$ cat src/rtl/vae_pkg.sv
// types and constants shared by the velocity and acceleration estimator
package vae_pkg;

  localparam int DATA_W    = 32;
  localparam int STAMP_W   = 32;
  localparam int GAIN_W    = 16;
  localparam int CFG_IDX_W = 2;
  localparam int DIFF_W    = 33;
  localparam int PROD_W    = GAIN_W + 1 + DIFF_W;
  localparam int ACC_W     = 56;
  localparam int DIVD_HI_W = 22;
  localparam int CNT_W     = 5;
  localparam int BLEND_W   = ACC_W - 15;

  // 1e6 = 15 * 2^16 + 16960
  localparam logic [GAIN_W-1:0] US_HI = 16'd15;
  localparam logic [GAIN_W-1:0] US_LO = 16'd16960;

  localparam logic [GAIN_W-1:0] GAIN_ONE  = 16'd32768;
  localparam logic [GAIN_W-1:0] GAIN_ZERO = 16'd0;

  localparam logic signed [DATA_W-1:0] Q_MAX = 32'sh7fffffff;
  localparam logic signed [DATA_W-1:0] Q_MIN = 32'sh80000000;
  localparam logic [ACC_W-1:0] ROUND_HALF = 56'd16384;
  localparam logic [CNT_W-1:0] LAST_BIT = 5'd31;

  typedef enum logic [CFG_IDX_W-1:0] {
    REG_VEL_GAIN_NEW = 2'd0,
    REG_VEL_GAIN_OLD = 2'd1,
    REG_ACC_GAIN_NEW = 2'd2,
    REG_ACC_GAIN_OLD = 2'd3
  } cfg_reg_t;

  typedef enum logic [3:0] {
    S_IDLE,
    S_DIFF,
    S_MUL_HI,
    S_MUL_LO,
    S_DIV_PREP,
    S_DIV_LOAD,
    S_DIV_ITER,
    S_DIV_DONE,
    S_BLEND_NEW,
    S_BLEND_OLD,
    S_BLEND_DONE,
    S_FINISH
  } state_t;

  typedef enum logic [1:0] {
    BASE_ZERO,
    BASE_ACC,
    BASE_ROUND
  } acc_base_t;

  typedef struct packed {
    logic [STAMP_W-1:0]       stamp_us;
    logic signed [DATA_W-1:0] pos_x;
    logic signed [DATA_W-1:0] pos_y;
    logic signed [DATA_W-1:0] pos_z;
  } meas_t;

  typedef struct packed {
    logic signed [DATA_W-1:0] vel_x;
    logic signed [DATA_W-1:0] vel_y;
    logic signed [DATA_W-1:0] vel_z;
    logic signed [DATA_W-1:0] acc_x;
    logic signed [DATA_W-1:0] acc_y;
    logic signed [DATA_W-1:0] acc_z;
    logic                     updated;
  } est_t;

endpackage

$ cat src/rtl/velocity_acceleration_estimator.sv
// velocity and acceleration estimator: finite difference, rate divide and first-order filter
// Each request carries a microsecond stamp and a Q15.16 position per axis; one estimate
// comes back per request. A first sample or one with a zero interval does not advance
// the filters. One shared 16x33 multiplier and one shared one-bit-per-cycle divider
// under a sequencer do the work: per axis, velocity and acceleration each need two
// multiplies for the 1e6 scale, a 32-step division by the interval and two multiplies
// for the filter. No new request is taken while a sample is being worked on; a finished
// estimate sits in an output register, so the next request is taken while it waits
// to be read.
module velocity_acceleration_estimator
  import vae_pkg::*;
#(
  parameter int AXES = 3
) (
  input  logic                 clk,
  input  logic                 rst,
  input  logic                 cfg_write,
  input  logic [CFG_IDX_W-1:0] cfg_index,
  input  logic [GAIN_W-1:0]    cfg_data,
  input  logic                 meas_valid,
  output logic                 meas_stall,
  input  meas_t                meas,
  output logic                 est_valid,
  input  logic                 est_stall,
  output est_t                 est
);

  localparam int AXW = (AXES > 1) ? $clog2(AXES) : 1;

  state_t state, state_next;

  logic [GAIN_W-1:0] vel_gain_new, vel_gain_old, acc_gain_new, acc_gain_old;

  logic [STAMP_W-1:0]       prev_stamp;
  logic                     have_prev;
  logic signed [DATA_W-1:0] prev_pos [AXES];
  logic signed [DATA_W-1:0] vel      [AXES];
  logic signed [DATA_W-1:0] accel    [AXES];

  meas_t                    cur;
  logic [STAMP_W-1:0]       den;
  logic                     advance;
  logic [AXW-1:0]           axis;
  logic                     phase;
  logic signed [DIFF_W-1:0] num;
  logic signed [ACC_W-1:0]  acc;
  logic                     neg;
  logic                     sat;
  logic [DATA_W-1:0]        rem;
  logic [DATA_W-1:0]        quo;
  logic [CNT_W-1:0]         bit_cnt;
  logic signed [DATA_W-1:0] raw;
  logic signed [DATA_W-1:0] vold;

  // combinational signals
  logic [STAMP_W-1:0]       interval;
  logic                     adv_now;
  logic signed [DATA_W-1:0] cur_pos [3];
  logic                     last_axis;
  logic                     est_free;

  logic [GAIN_W-1:0]        mul_a;
  logic signed [DIFF_W-1:0] mul_b;
  logic                     mul_shift;
  acc_base_t                acc_base;
  logic                     acc_load;
  logic signed [PROD_W-1:0] prod;
  logic signed [ACC_W-1:0]  prod_ext;
  logic signed [ACC_W-1:0]  addend;
  logic signed [ACC_W-1:0]  base_val;
  logic signed [ACC_W-1:0]  acc_sum;

  logic [DATA_W-1:0]        half_den;
  logic [ACC_W-1:0]         dividend;
  logic [DIVD_HI_W-1:0]     div_hi;
  logic [DATA_W:0]          r2;
  logic [DATA_W:0]          r2_sub;
  logic                     ge;
  logic signed [DATA_W-1:0] div_res;

  logic signed [BLEND_W-1:0] blend_sh;
  logic signed [DATA_W-1:0]  blend_res;

  logic signed [DATA_W-1:0] vel_out [3];
  logic signed [DATA_W-1:0] acc_out [3];
  est_t                     est_next;

  assign interval  = meas.stamp_us - prev_stamp;
  assign adv_now   = have_prev && (interval != '0);
  assign last_axis = (axis == AXW'(AXES - 1));
  assign est_free  = !est_valid || !est_stall;

  assign cur_pos[0] = cur.pos_x;
  assign cur_pos[1] = cur.pos_y;
  assign cur_pos[2] = cur.pos_z;

  // next state
  always_comb begin
    state_next = state;
    case (state)
      S_IDLE: begin
        if (meas_valid) begin
          state_next = adv_now ? S_DIFF : S_FINISH;
        end
      end
      S_DIFF:      state_next = S_MUL_HI;
      S_MUL_HI:    state_next = S_MUL_LO;
      S_MUL_LO:    state_next = S_DIV_PREP;
      S_DIV_PREP:  state_next = S_DIV_LOAD;
      S_DIV_LOAD:  state_next = S_DIV_ITER;
      S_DIV_ITER: begin
        if (bit_cnt == LAST_BIT) begin
          state_next = S_DIV_DONE;
        end
      end
      S_DIV_DONE:  state_next = S_BLEND_NEW;
      S_BLEND_NEW: state_next = S_BLEND_OLD;
      S_BLEND_OLD: state_next = S_BLEND_DONE;
      S_BLEND_DONE: begin
        if (phase && last_axis) begin
          state_next = S_FINISH;
        end else begin
          state_next = S_DIFF;
        end
      end
      S_FINISH: begin
        if (est_free) begin
          state_next = S_IDLE;
        end
      end
      default:     state_next = S_IDLE;
    endcase
  end

  // control outputs: shared multiplier operands and accumulator mode
  always_comb begin
    mul_a      = US_HI;
    mul_b      = num;
    mul_shift  = 1'b0;
    acc_base   = BASE_ZERO;
    acc_load   = 1'b0;
    meas_stall = (state != S_IDLE);
    case (state)
      S_MUL_HI: begin
        mul_a     = US_HI;
        mul_b     = num;
        mul_shift = 1'b1;
        acc_base  = BASE_ZERO;
        acc_load  = 1'b1;
      end
      S_MUL_LO: begin
        mul_a    = US_LO;
        mul_b    = num;
        acc_base = BASE_ACC;
        acc_load = 1'b1;
      end
      S_BLEND_NEW: begin
        mul_a    = phase ? acc_gain_new : vel_gain_new;
        mul_b    = DIFF_W'(raw);
        acc_base = BASE_ROUND;
        acc_load = 1'b1;
      end
      S_BLEND_OLD: begin
        mul_a    = phase ? acc_gain_old : vel_gain_old;
        mul_b    = phase ? DIFF_W'(accel[axis]) : DIFF_W'(vel[axis]);
        acc_base = BASE_ACC;
        acc_load = 1'b1;
      end
      default: begin
        acc_load = 1'b0;
      end
    endcase
  end

  // shared multiply-accumulate
  assign prod     = $signed({1'b0, mul_a}) * mul_b;
  assign prod_ext = {{(ACC_W - PROD_W){prod[PROD_W-1]}}, prod};
  assign addend   = mul_shift ? (prod_ext <<< 16) : prod_ext;

  always_comb begin
    case (acc_base)
      BASE_ACC:   base_val = acc;
      BASE_ROUND: base_val = $signed(ROUND_HALF);
      default:    base_val = '0;
    endcase
  end

  assign acc_sum = base_val + addend;

  // divider: magnitude plus half the interval, then restoring steps
  assign half_den = den >> 1;
  assign dividend = acc[ACC_W-1] ? ({{(ACC_W - DATA_W){1'b0}}, half_den} - acc)
                                 : (acc + {{(ACC_W - DATA_W){1'b0}}, half_den});
  assign div_hi   = acc[DATA_W+DIVD_HI_W-1:DATA_W];
  assign r2       = {rem, quo[DATA_W-1]};
  assign r2_sub   = r2 - {1'b0, den};
  assign ge       = (r2 >= {1'b0, den});

  always_comb begin
    if (neg) begin
      if (sat || (quo[DATA_W-1] && (quo[DATA_W-2:0] != '0))) begin
        div_res = Q_MIN;
      end else begin
        div_res = $signed(-quo);
      end
    end else begin
      if (sat || quo[DATA_W-1]) begin
        div_res = Q_MAX;
      end else begin
        div_res = $signed(quo);
      end
    end
  end

  // filter output: floor shift by 15 and saturate
  assign blend_sh = acc[ACC_W-1:15];

  always_comb begin
    if (blend_sh > BLEND_W'(Q_MAX)) begin
      blend_res = Q_MAX;
    end else if (blend_sh < BLEND_W'(Q_MIN)) begin
      blend_res = Q_MIN;
    end else begin
      blend_res = blend_sh[DATA_W-1:0];
    end
  end

  // estimate fields, unused axes read as zero
  always_comb begin
    for (int i = 0; i < 3; i++) begin
      vel_out[i] = '0;
      acc_out[i] = '0;
    end
    for (int i = 0; i < AXES; i++) begin
      vel_out[i] = vel[i];
      acc_out[i] = accel[i];
    end
    est_next.vel_x   = vel_out[0];
    est_next.vel_y   = vel_out[1];
    est_next.vel_z   = vel_out[2];
    est_next.acc_x   = acc_out[0];
    est_next.acc_y   = acc_out[1];
    est_next.acc_z   = acc_out[2];
    est_next.updated = advance;
  end

  always_ff @(posedge clk) begin
    if (rst) begin
      state <= S_IDLE;
    end else begin
      state <= state_next;
    end
  end

  // gains, filter state and output handshake
  always_ff @(posedge clk) begin
    if (rst) begin
      vel_gain_new <= GAIN_ONE;
      vel_gain_old <= GAIN_ZERO;
      acc_gain_new <= GAIN_ONE;
      acc_gain_old <= GAIN_ZERO;
      prev_stamp   <= '0;
      have_prev    <= 1'b0;
      est_valid    <= 1'b0;
      for (int i = 0; i < AXES; i++) begin
        prev_pos[i] <= '0;
        vel[i]      <= '0;
        accel[i]    <= '0;
      end
    end else begin
      if (cfg_write) begin
        case (cfg_reg_t'(cfg_index))
          REG_VEL_GAIN_NEW: vel_gain_new <= cfg_data;
          REG_VEL_GAIN_OLD: vel_gain_old <= cfg_data;
          REG_ACC_GAIN_NEW: acc_gain_new <= cfg_data;
          REG_ACC_GAIN_OLD: acc_gain_old <= cfg_data;
          default: ;
        endcase
      end

      if (state == S_FINISH && est_free) begin
        est_valid <= 1'b1;
      end else if (est_valid && !est_stall) begin
        est_valid <= 1'b0;
      end

      if (state == S_BLEND_DONE) begin
        if (phase) begin
          accel[axis] <= blend_res;
        end else begin
          vel[axis] <= blend_res;
        end
      end

      // repeating this while the output is held is harmless
      if (state == S_FINISH) begin
        prev_stamp <= cur.stamp_us;
        have_prev  <= 1'b1;
        for (int i = 0; i < AXES; i++) begin
          prev_pos[i] <= cur_pos[i];
        end
      end
    end
  end

  // working registers
  always_ff @(posedge clk) begin
    if (state == S_FINISH && est_free) begin
      est <= est_next;
    end

    if (acc_load) begin
      acc <= acc_sum;
    end

    case (state)
      S_IDLE: begin
        if (meas_valid) begin
          cur     <= meas;
          den     <= interval;
          advance <= adv_now;
          axis    <= '0;
          phase   <= 1'b0;
        end
      end
      S_DIFF: begin
        if (phase) begin
          num <= DIFF_W'(vel[axis]) - DIFF_W'(vold);
        end else begin
          num <= DIFF_W'(cur_pos[axis]) - DIFF_W'(prev_pos[axis]);
        end
      end
      S_DIV_PREP: begin
        neg <= acc[ACC_W-1];
        acc <= $signed(dividend);
      end
      S_DIV_LOAD: begin
        sat     <= ({{(DATA_W - DIVD_HI_W){1'b0}}, div_hi} >= den);
        rem     <= {{(DATA_W - DIVD_HI_W){1'b0}}, div_hi};
        quo     <= acc[DATA_W-1:0];
        bit_cnt <= '0;
      end
      S_DIV_ITER: begin
        rem     <= ge ? r2_sub[DATA_W-1:0] : r2[DATA_W-1:0];
        quo     <= {quo[DATA_W-2:0], ge};
        bit_cnt <= bit_cnt + 1'b1;
      end
      S_DIV_DONE: begin
        raw <= div_res;
      end
      S_BLEND_DONE: begin
        if (phase) begin
          phase <= 1'b0;
          axis  <= axis + 1'b1;
        end else begin
          vold  <= vel[axis];
          phase <= 1'b1;
        end
      end
      default: ;
    endcase
  end

endmodule

$ cat config.mk
export PLATFORM = sky130hd
export DESIGN_NAME = velocity_acceleration_estimator
export DESIGN_NICKNAME = d
export VERILOG_FILES = /design/src/rtl/vae_pkg.sv /design/src/rtl/velocity_acceleration_estimator.sv
export SDC_FILE = /design/constraint.sdc
export NUM_CORES = 2
export LEC_CHECK = 0
export ABC_AREA = 1
export BUFFER_PORTS_ARGS = -buffer_cell sky130_fd_sc_hd__buf_2
export CAP_MARGIN = 20
export CORE_MARGIN = 4
export CORE_UTILIZATION = 50
export DETAILED_ROUTE_END_ITERATION = 16
export PLACE_DENSITY = 0.67
export SLEW_MARGIN = 20
export SYNTH_ARGS = -nofsm -noshare
export SYNTH_HDL_FRONTEND = slang
export SYNTH_SLANG_ARGS = --single-unit
export TNS_END_PERCENT = 50
$ cat constraint.sdc
create_clock -name clk -period 15.5 [get_ports clk]
set_input_delay 3.1 -clock clk [delete_from_list [all_inputs] [get_ports clk]]
set_output_delay 3.1 -clock clk [all_outputs]
set_load 0.05 [all_outputs]
After elaboration in Yosys (flattened, before gate mapping)
Memory sizes are Yosys's and may differ from the RTL's. A register that Yosys moved wholly into a read port is not among the register bits. Index checks and enable logic that the tools add are counted.

Register bits: 491. Latch bits: 0. Bits in writable memories: 288. Bits in read-only memories: 0. Bits of input ports: 151. Word-level logic and storage cells: 168. Memories: 3.

Memories: accel (words 3, width 32, read ports 4, clocked after Yosys merged registers in 4, write ports 3, line velocity_acceleration_estimator.sv:38) `logic signed [DATA_W-1:0] accel [AXES];`; prev_pos (words 3, width 32, read ports 1, clocked after Yosys merged registers in 1, write ports 3, line velocity_acceleration_estimator.sv:36) `logic signed [DATA_W-1:0] prev_pos [AXES];`; vel (words 3, width 32, read ports 4, clocked after Yosys merged registers in 4, write ports 3, line velocity_acceleration_estimator.sv:37) `logic signed [DATA_W-1:0] vel [AXES];`.

$add $sub $neg: 10. Multiply operators: 1. Div/mod/pow operators: 0. Magnitude comparators: 5. Equality and inequality tests: 22. Shift-type cells: 0. Mux-type cells: 64. Bitwise logic cells: 5. Reductions and logical operators: 32.

Operator list (number): $mux W32 (13); $mux W56 (4); $pmux W32 S2 (2); $pmux W56 S2 (1); $mux W33 (2); $pmux W33 S2 (1); $sub A32 B32 Y33 (2); $bmux W32 S2 (1); $reduce_or A32 Y1 (2); $sub A32 B32 Y32 (2); $add A56 B31 Y56 (1); $add A56 B56 Y56 (1); $sub A31 B56 Y56 (1); $mul A17 B33 Y50 (1); $pmux W16 S3 (1); $pmux W4 S12 (1); $gt A41 B32 Y1 const B (1); $lt A41 B32 Y1 const B (1); $ge A33 B32 Y1 (1); $ge A22 B32 Y1 (1); $mux W16 (2); $neg A32 Y32 (1); $reduce_bool A32 Y1 (1); $reduce_bool A31 Y1 (1); other kinds (31) (94).

Depth between registers and ports, before layout
Depth after elaboration: 8. Gate-level depth with buffers: 53. Depth with buffers taken out: 51.

Worst setup path after synthesis
OpenSTA, ideal clock, no wires.

Kind: input -> register. Start point: in est_stall. End point: reg est[0] in the netlist's numbering, enable pin. Library setup time: 750 ps. Arrival time: 11197 ps. Data required time: 14750 ps. Path slack: 3554 ps. Stages on the path: 3. Cell sequence: nand2_1 > inv_1 > nor2_1.

Cells in the longest elaborated chain, start to end: 3.

Ends and longest elaborated chain: start: declaration (line velocity_acceleration_estimator.sv:24) `input logic est_stall,`; $logic_not A1 Y1 (line velocity_acceleration_estimator.sv:91) `assign est_free = !est_valid || !est_stall;`; $logic_or A1 B1 Y1 (line velocity_acceleration_estimator.sv:91); $logic_and A1 B1 Y1 (line velocity_acceleration_estimator.sv:308) `if (state == S_FINISH && est_free) begin`; end signal: assignment (line velocity_acceleration_estimator.sv:309) `est <= est_next;`; end: declaration (line velocity_acceleration_estimator.sv:25) `output est_t est`.

Every way passes these cells. A chain may end at the register's enable or synchronous reset.

==> flow_metrics.py <==
metrics = {
    "logic_synthesis": {
        "yosys.area.top_type": "edfxtp_1",
        "synth_edf_count": 933,
        "yosysMostFrequentCell": "nand2_1",
        "synthFlopType": "edfxtp_1",
        "ys_seq_area_share_pct": 39.1,
        "syn-num-nets": 10200,
        "synth_top_family_by_area": "adder cells",
        "yosys.area_share.simple_pct": 18.9,
        "synthTopCellsByArea": "edfxtp_1 36%, fa_1 13%, nand2_1 8.5%, inv_1 7.8%, nor2_1 6.1%",
        "yosys.area.top_type_share_pct": 36.4,
        "ys_warn_count": 0,
        "synth_area_um2": 76900,
        "syn_inst": 9140,
        "synthMuxAreaShare_pct": 0.0520,
        "synth.top_cells.by_count": "1747 x nand2_1, 1593 x inv_1, 1241 x nor2_1",
        "avgSynthCellArea_um2": 8.42,
        "yosys_register_bits": 1037,
        "synth_compound_area_share_pct": 11.4,
        "synth_cell_types": 66,
        "async_flop_share_pct": 0,
        "synthAdderAreaFrac_pct": 19.2,
        "synth_xor_area_share_pct": 1.95,
    },
    "cells_and_area": {
        "fillerInstances": 14100,
        "nNetsFinal": 10400,
        "drive_gt1_share_pct": 7.85,
        "syn2layout_area_growth_pct": 9.94,
    },
    "grt": {
        "grt_pass1_vias": 64400,
        "antenna_found_initial": 2,
        "grtUsageTotal_pct": 32.7,
        "grt_start_max_net_pins": 174,
        "grt_pass1_wl_mm": 400,
        "grt-ovfl-total": 0,
    },
    "sta": {
        "layout_min_cycle_time_ns": 12.19,
        "finalMaxSlewViolations": 0,
        "timing.slew.headroom_pct": 28.3,
        "rsz0062_at_grt": "no",
        "max_freq_mhz": 82.0,
        "setup_violations": 0,
        "skew_ns": 0.0835,
        "min_period_over_period_pct": 78.7,
        "hold_violations": 0,
        "worst_pin_slew_ns": 1.08,
        "setup_tns_ns": 0,
    },
    "placed_design": {
        "place_congestion": 0.996,
        "numPortBuffers": 345,
        "dp.final_hpwl_mm": 208,
    },
    "detailed_routing": {
        "vias": 64800,
        "viasPerCell": 5.63,
        "drtAntennaViolNets": 0,
        "drt_iter0_drc": 7003,
        "dr.pass1.iters": 8,
        "wl_per_cell_um": 23.1,
        "drc": 0,
        "wirelength_mm": 266,
    },
    "clock_tree": {
        "ctsResizeCount": 0,
        "numCtsBuffers": 108,
        "cts_setup_buffers": 0,
        "htreeDepth": 3,
        "worstSkewPairLatency_ns": 0.77,
        "cts_tree": "done",
        "cts_sinks": 1037,
        "cts_root_buffer": "clkbuf_16",
        "path_clk_slew_ns": 0.06,
        "hold_buffers": 0,
        "clock_path_buffers": 3,
    },
    "worst_setup_path": {
        "critPathCaptureType": "register",
        "startpoint_type": "register",
        "path_class": "reg -> reg",
        "crit_required_ns": 15.97,
        "cp_slowest_stage_delay_ns": 0.89,
        "crit_arrival_ns": 12.66,
        "worst-path-max-fanout": 64,
        "slowest_stage": "fa_1",
    },
    "floorplanning": {
        "num_rows": 143,
        "die_w_um": 400,
        "io_pins": 346,
        "initial_core_util_pct": 50.5,
        "die_h_um": 400,
        "core_um2": 152000,
        "die_area_um2": 160000,
    },
    "run": {
        "cap_viol_max_count": 0,
    },
    "worst_hold_path": {
        "hold_path.class": "reg -> reg",
    },
    "run_status": {
        "status": "complete, no violations",
    },
}
==> per-layer routing <==
metal,part of all wire (%),wire length (µm),track usage [%],vias to the layer above
li1,-,-,-,30100
met1,41,110000,45.2,31000
met2,45,119000,51.2,3155
met3,9.1,24300,6.09,519
met4,4.7,12400,12.7,2
met5,0.0026,7,0,-
==> final timing paths <==
path | end | slack [ns] | depth (start not counted) | start
worst max-delay path | acc[55] | 3.31 | 40 | register
worst min-delay path | est[56] | 0.41 | 0 | accel[1][23]
worst max register to register | acc[55] | 3.31 | 40 | register
worst min register to register | est[56] | 0.41 | 0 | accel[1][23]
==> state kept, by name, summed over array words and instances, names as in the netlist, 33 cells and up, named ones only <==
name      count
est         193
accel       128
cur         128
vel         128
prev_pos     96
acc          56
num          33
==> logic make-up (layout without fill, tap and decap cells) <==
kind of cell	Yosys count	count (layout)
buffers and inverters	1917	2249
muxes	4	4
xor gates and xnor gates	167	167
and+or+nand+nor	3552	3552
other	0	2
DFF	1037	1037
adders and majority gates	873	873
AOI/OAI and AO/OA	1590	1590
==> area by class of cell <==
class | count | area [µm²] | area share [%]
clock buffers | 133 | 2930 | 3.46
flip-flops and latches | 1037 | 30100 | 35.6
inverters | 1617 | 6070 | 7.18
clock inverters | 71 | 805 | 0.951
repair buffers | 428 | 2400 | 2.84
well taps | 2030 | 2540 | 3.00
multi-input cells | 6186 | 39700 | 47.0
diodes | 2 | 5.00 | 0.00592
==> placed cells by master (no fill, tap or decap), types with 22 or more instances in the layout <==
cell / instances
nand3_1: 281
nor2_1: 1228
dfxtp_1: 102
o22ai_1: 52
nand2_1: 1743
a21o_1: 31
xor2_1: 106
nor4_1: 26
ha_1: 363
o221ai_1: 30
edfxtp_1: 933
or2_2: 22
a22o_1: 32
nor2_2: 28
o21ai_0: 756
o21bai_1: 29
clkinv_1: 22
nand4_1: 69
inv_1: 1590
xnor2_1: 58
a21oi_1: 482
buf_4: 79
fa_1: 509
buf_2: 345
clkinv_2: 25
a31oi_1: 37
clkbuf_16: 108
o211ai_1: 50
nor3_1: 52
==> worst max-delay path: cells and delay by family (launching register included) <==
kind | cells | cell delay, ns
adders and majority gates | 8 | 4.35
AOI/OAI and AO/OA | 9 | 2.04
xor gates and xnor gates | 1 | 0.15
and+or+nand+nor | 14 | 3.26
DFF | 1 | 0.36
buffers and inverters | 8 | 1.66
==> per-stage QoR <==
step	cell area, µm²	setup WS [ns]	hold WS, ns	utilization, %	cells
finish	84600	3.31	0.414	55.5	11500
global route	84600	2.47	0.437	55.5	11500
CTS	84600	3.32	0.414	55.5	11500
detailed placement	80800	3.42	0.432	53.0	11300
global placement	80800	3.44	0.429	53.0	11300
floorplan	76900	3.55	0.400	-	9140
Power is left out: the tool's default activity adds up to more than one toggle a clock period on the data nets, which glitch-free logic cannot reach.
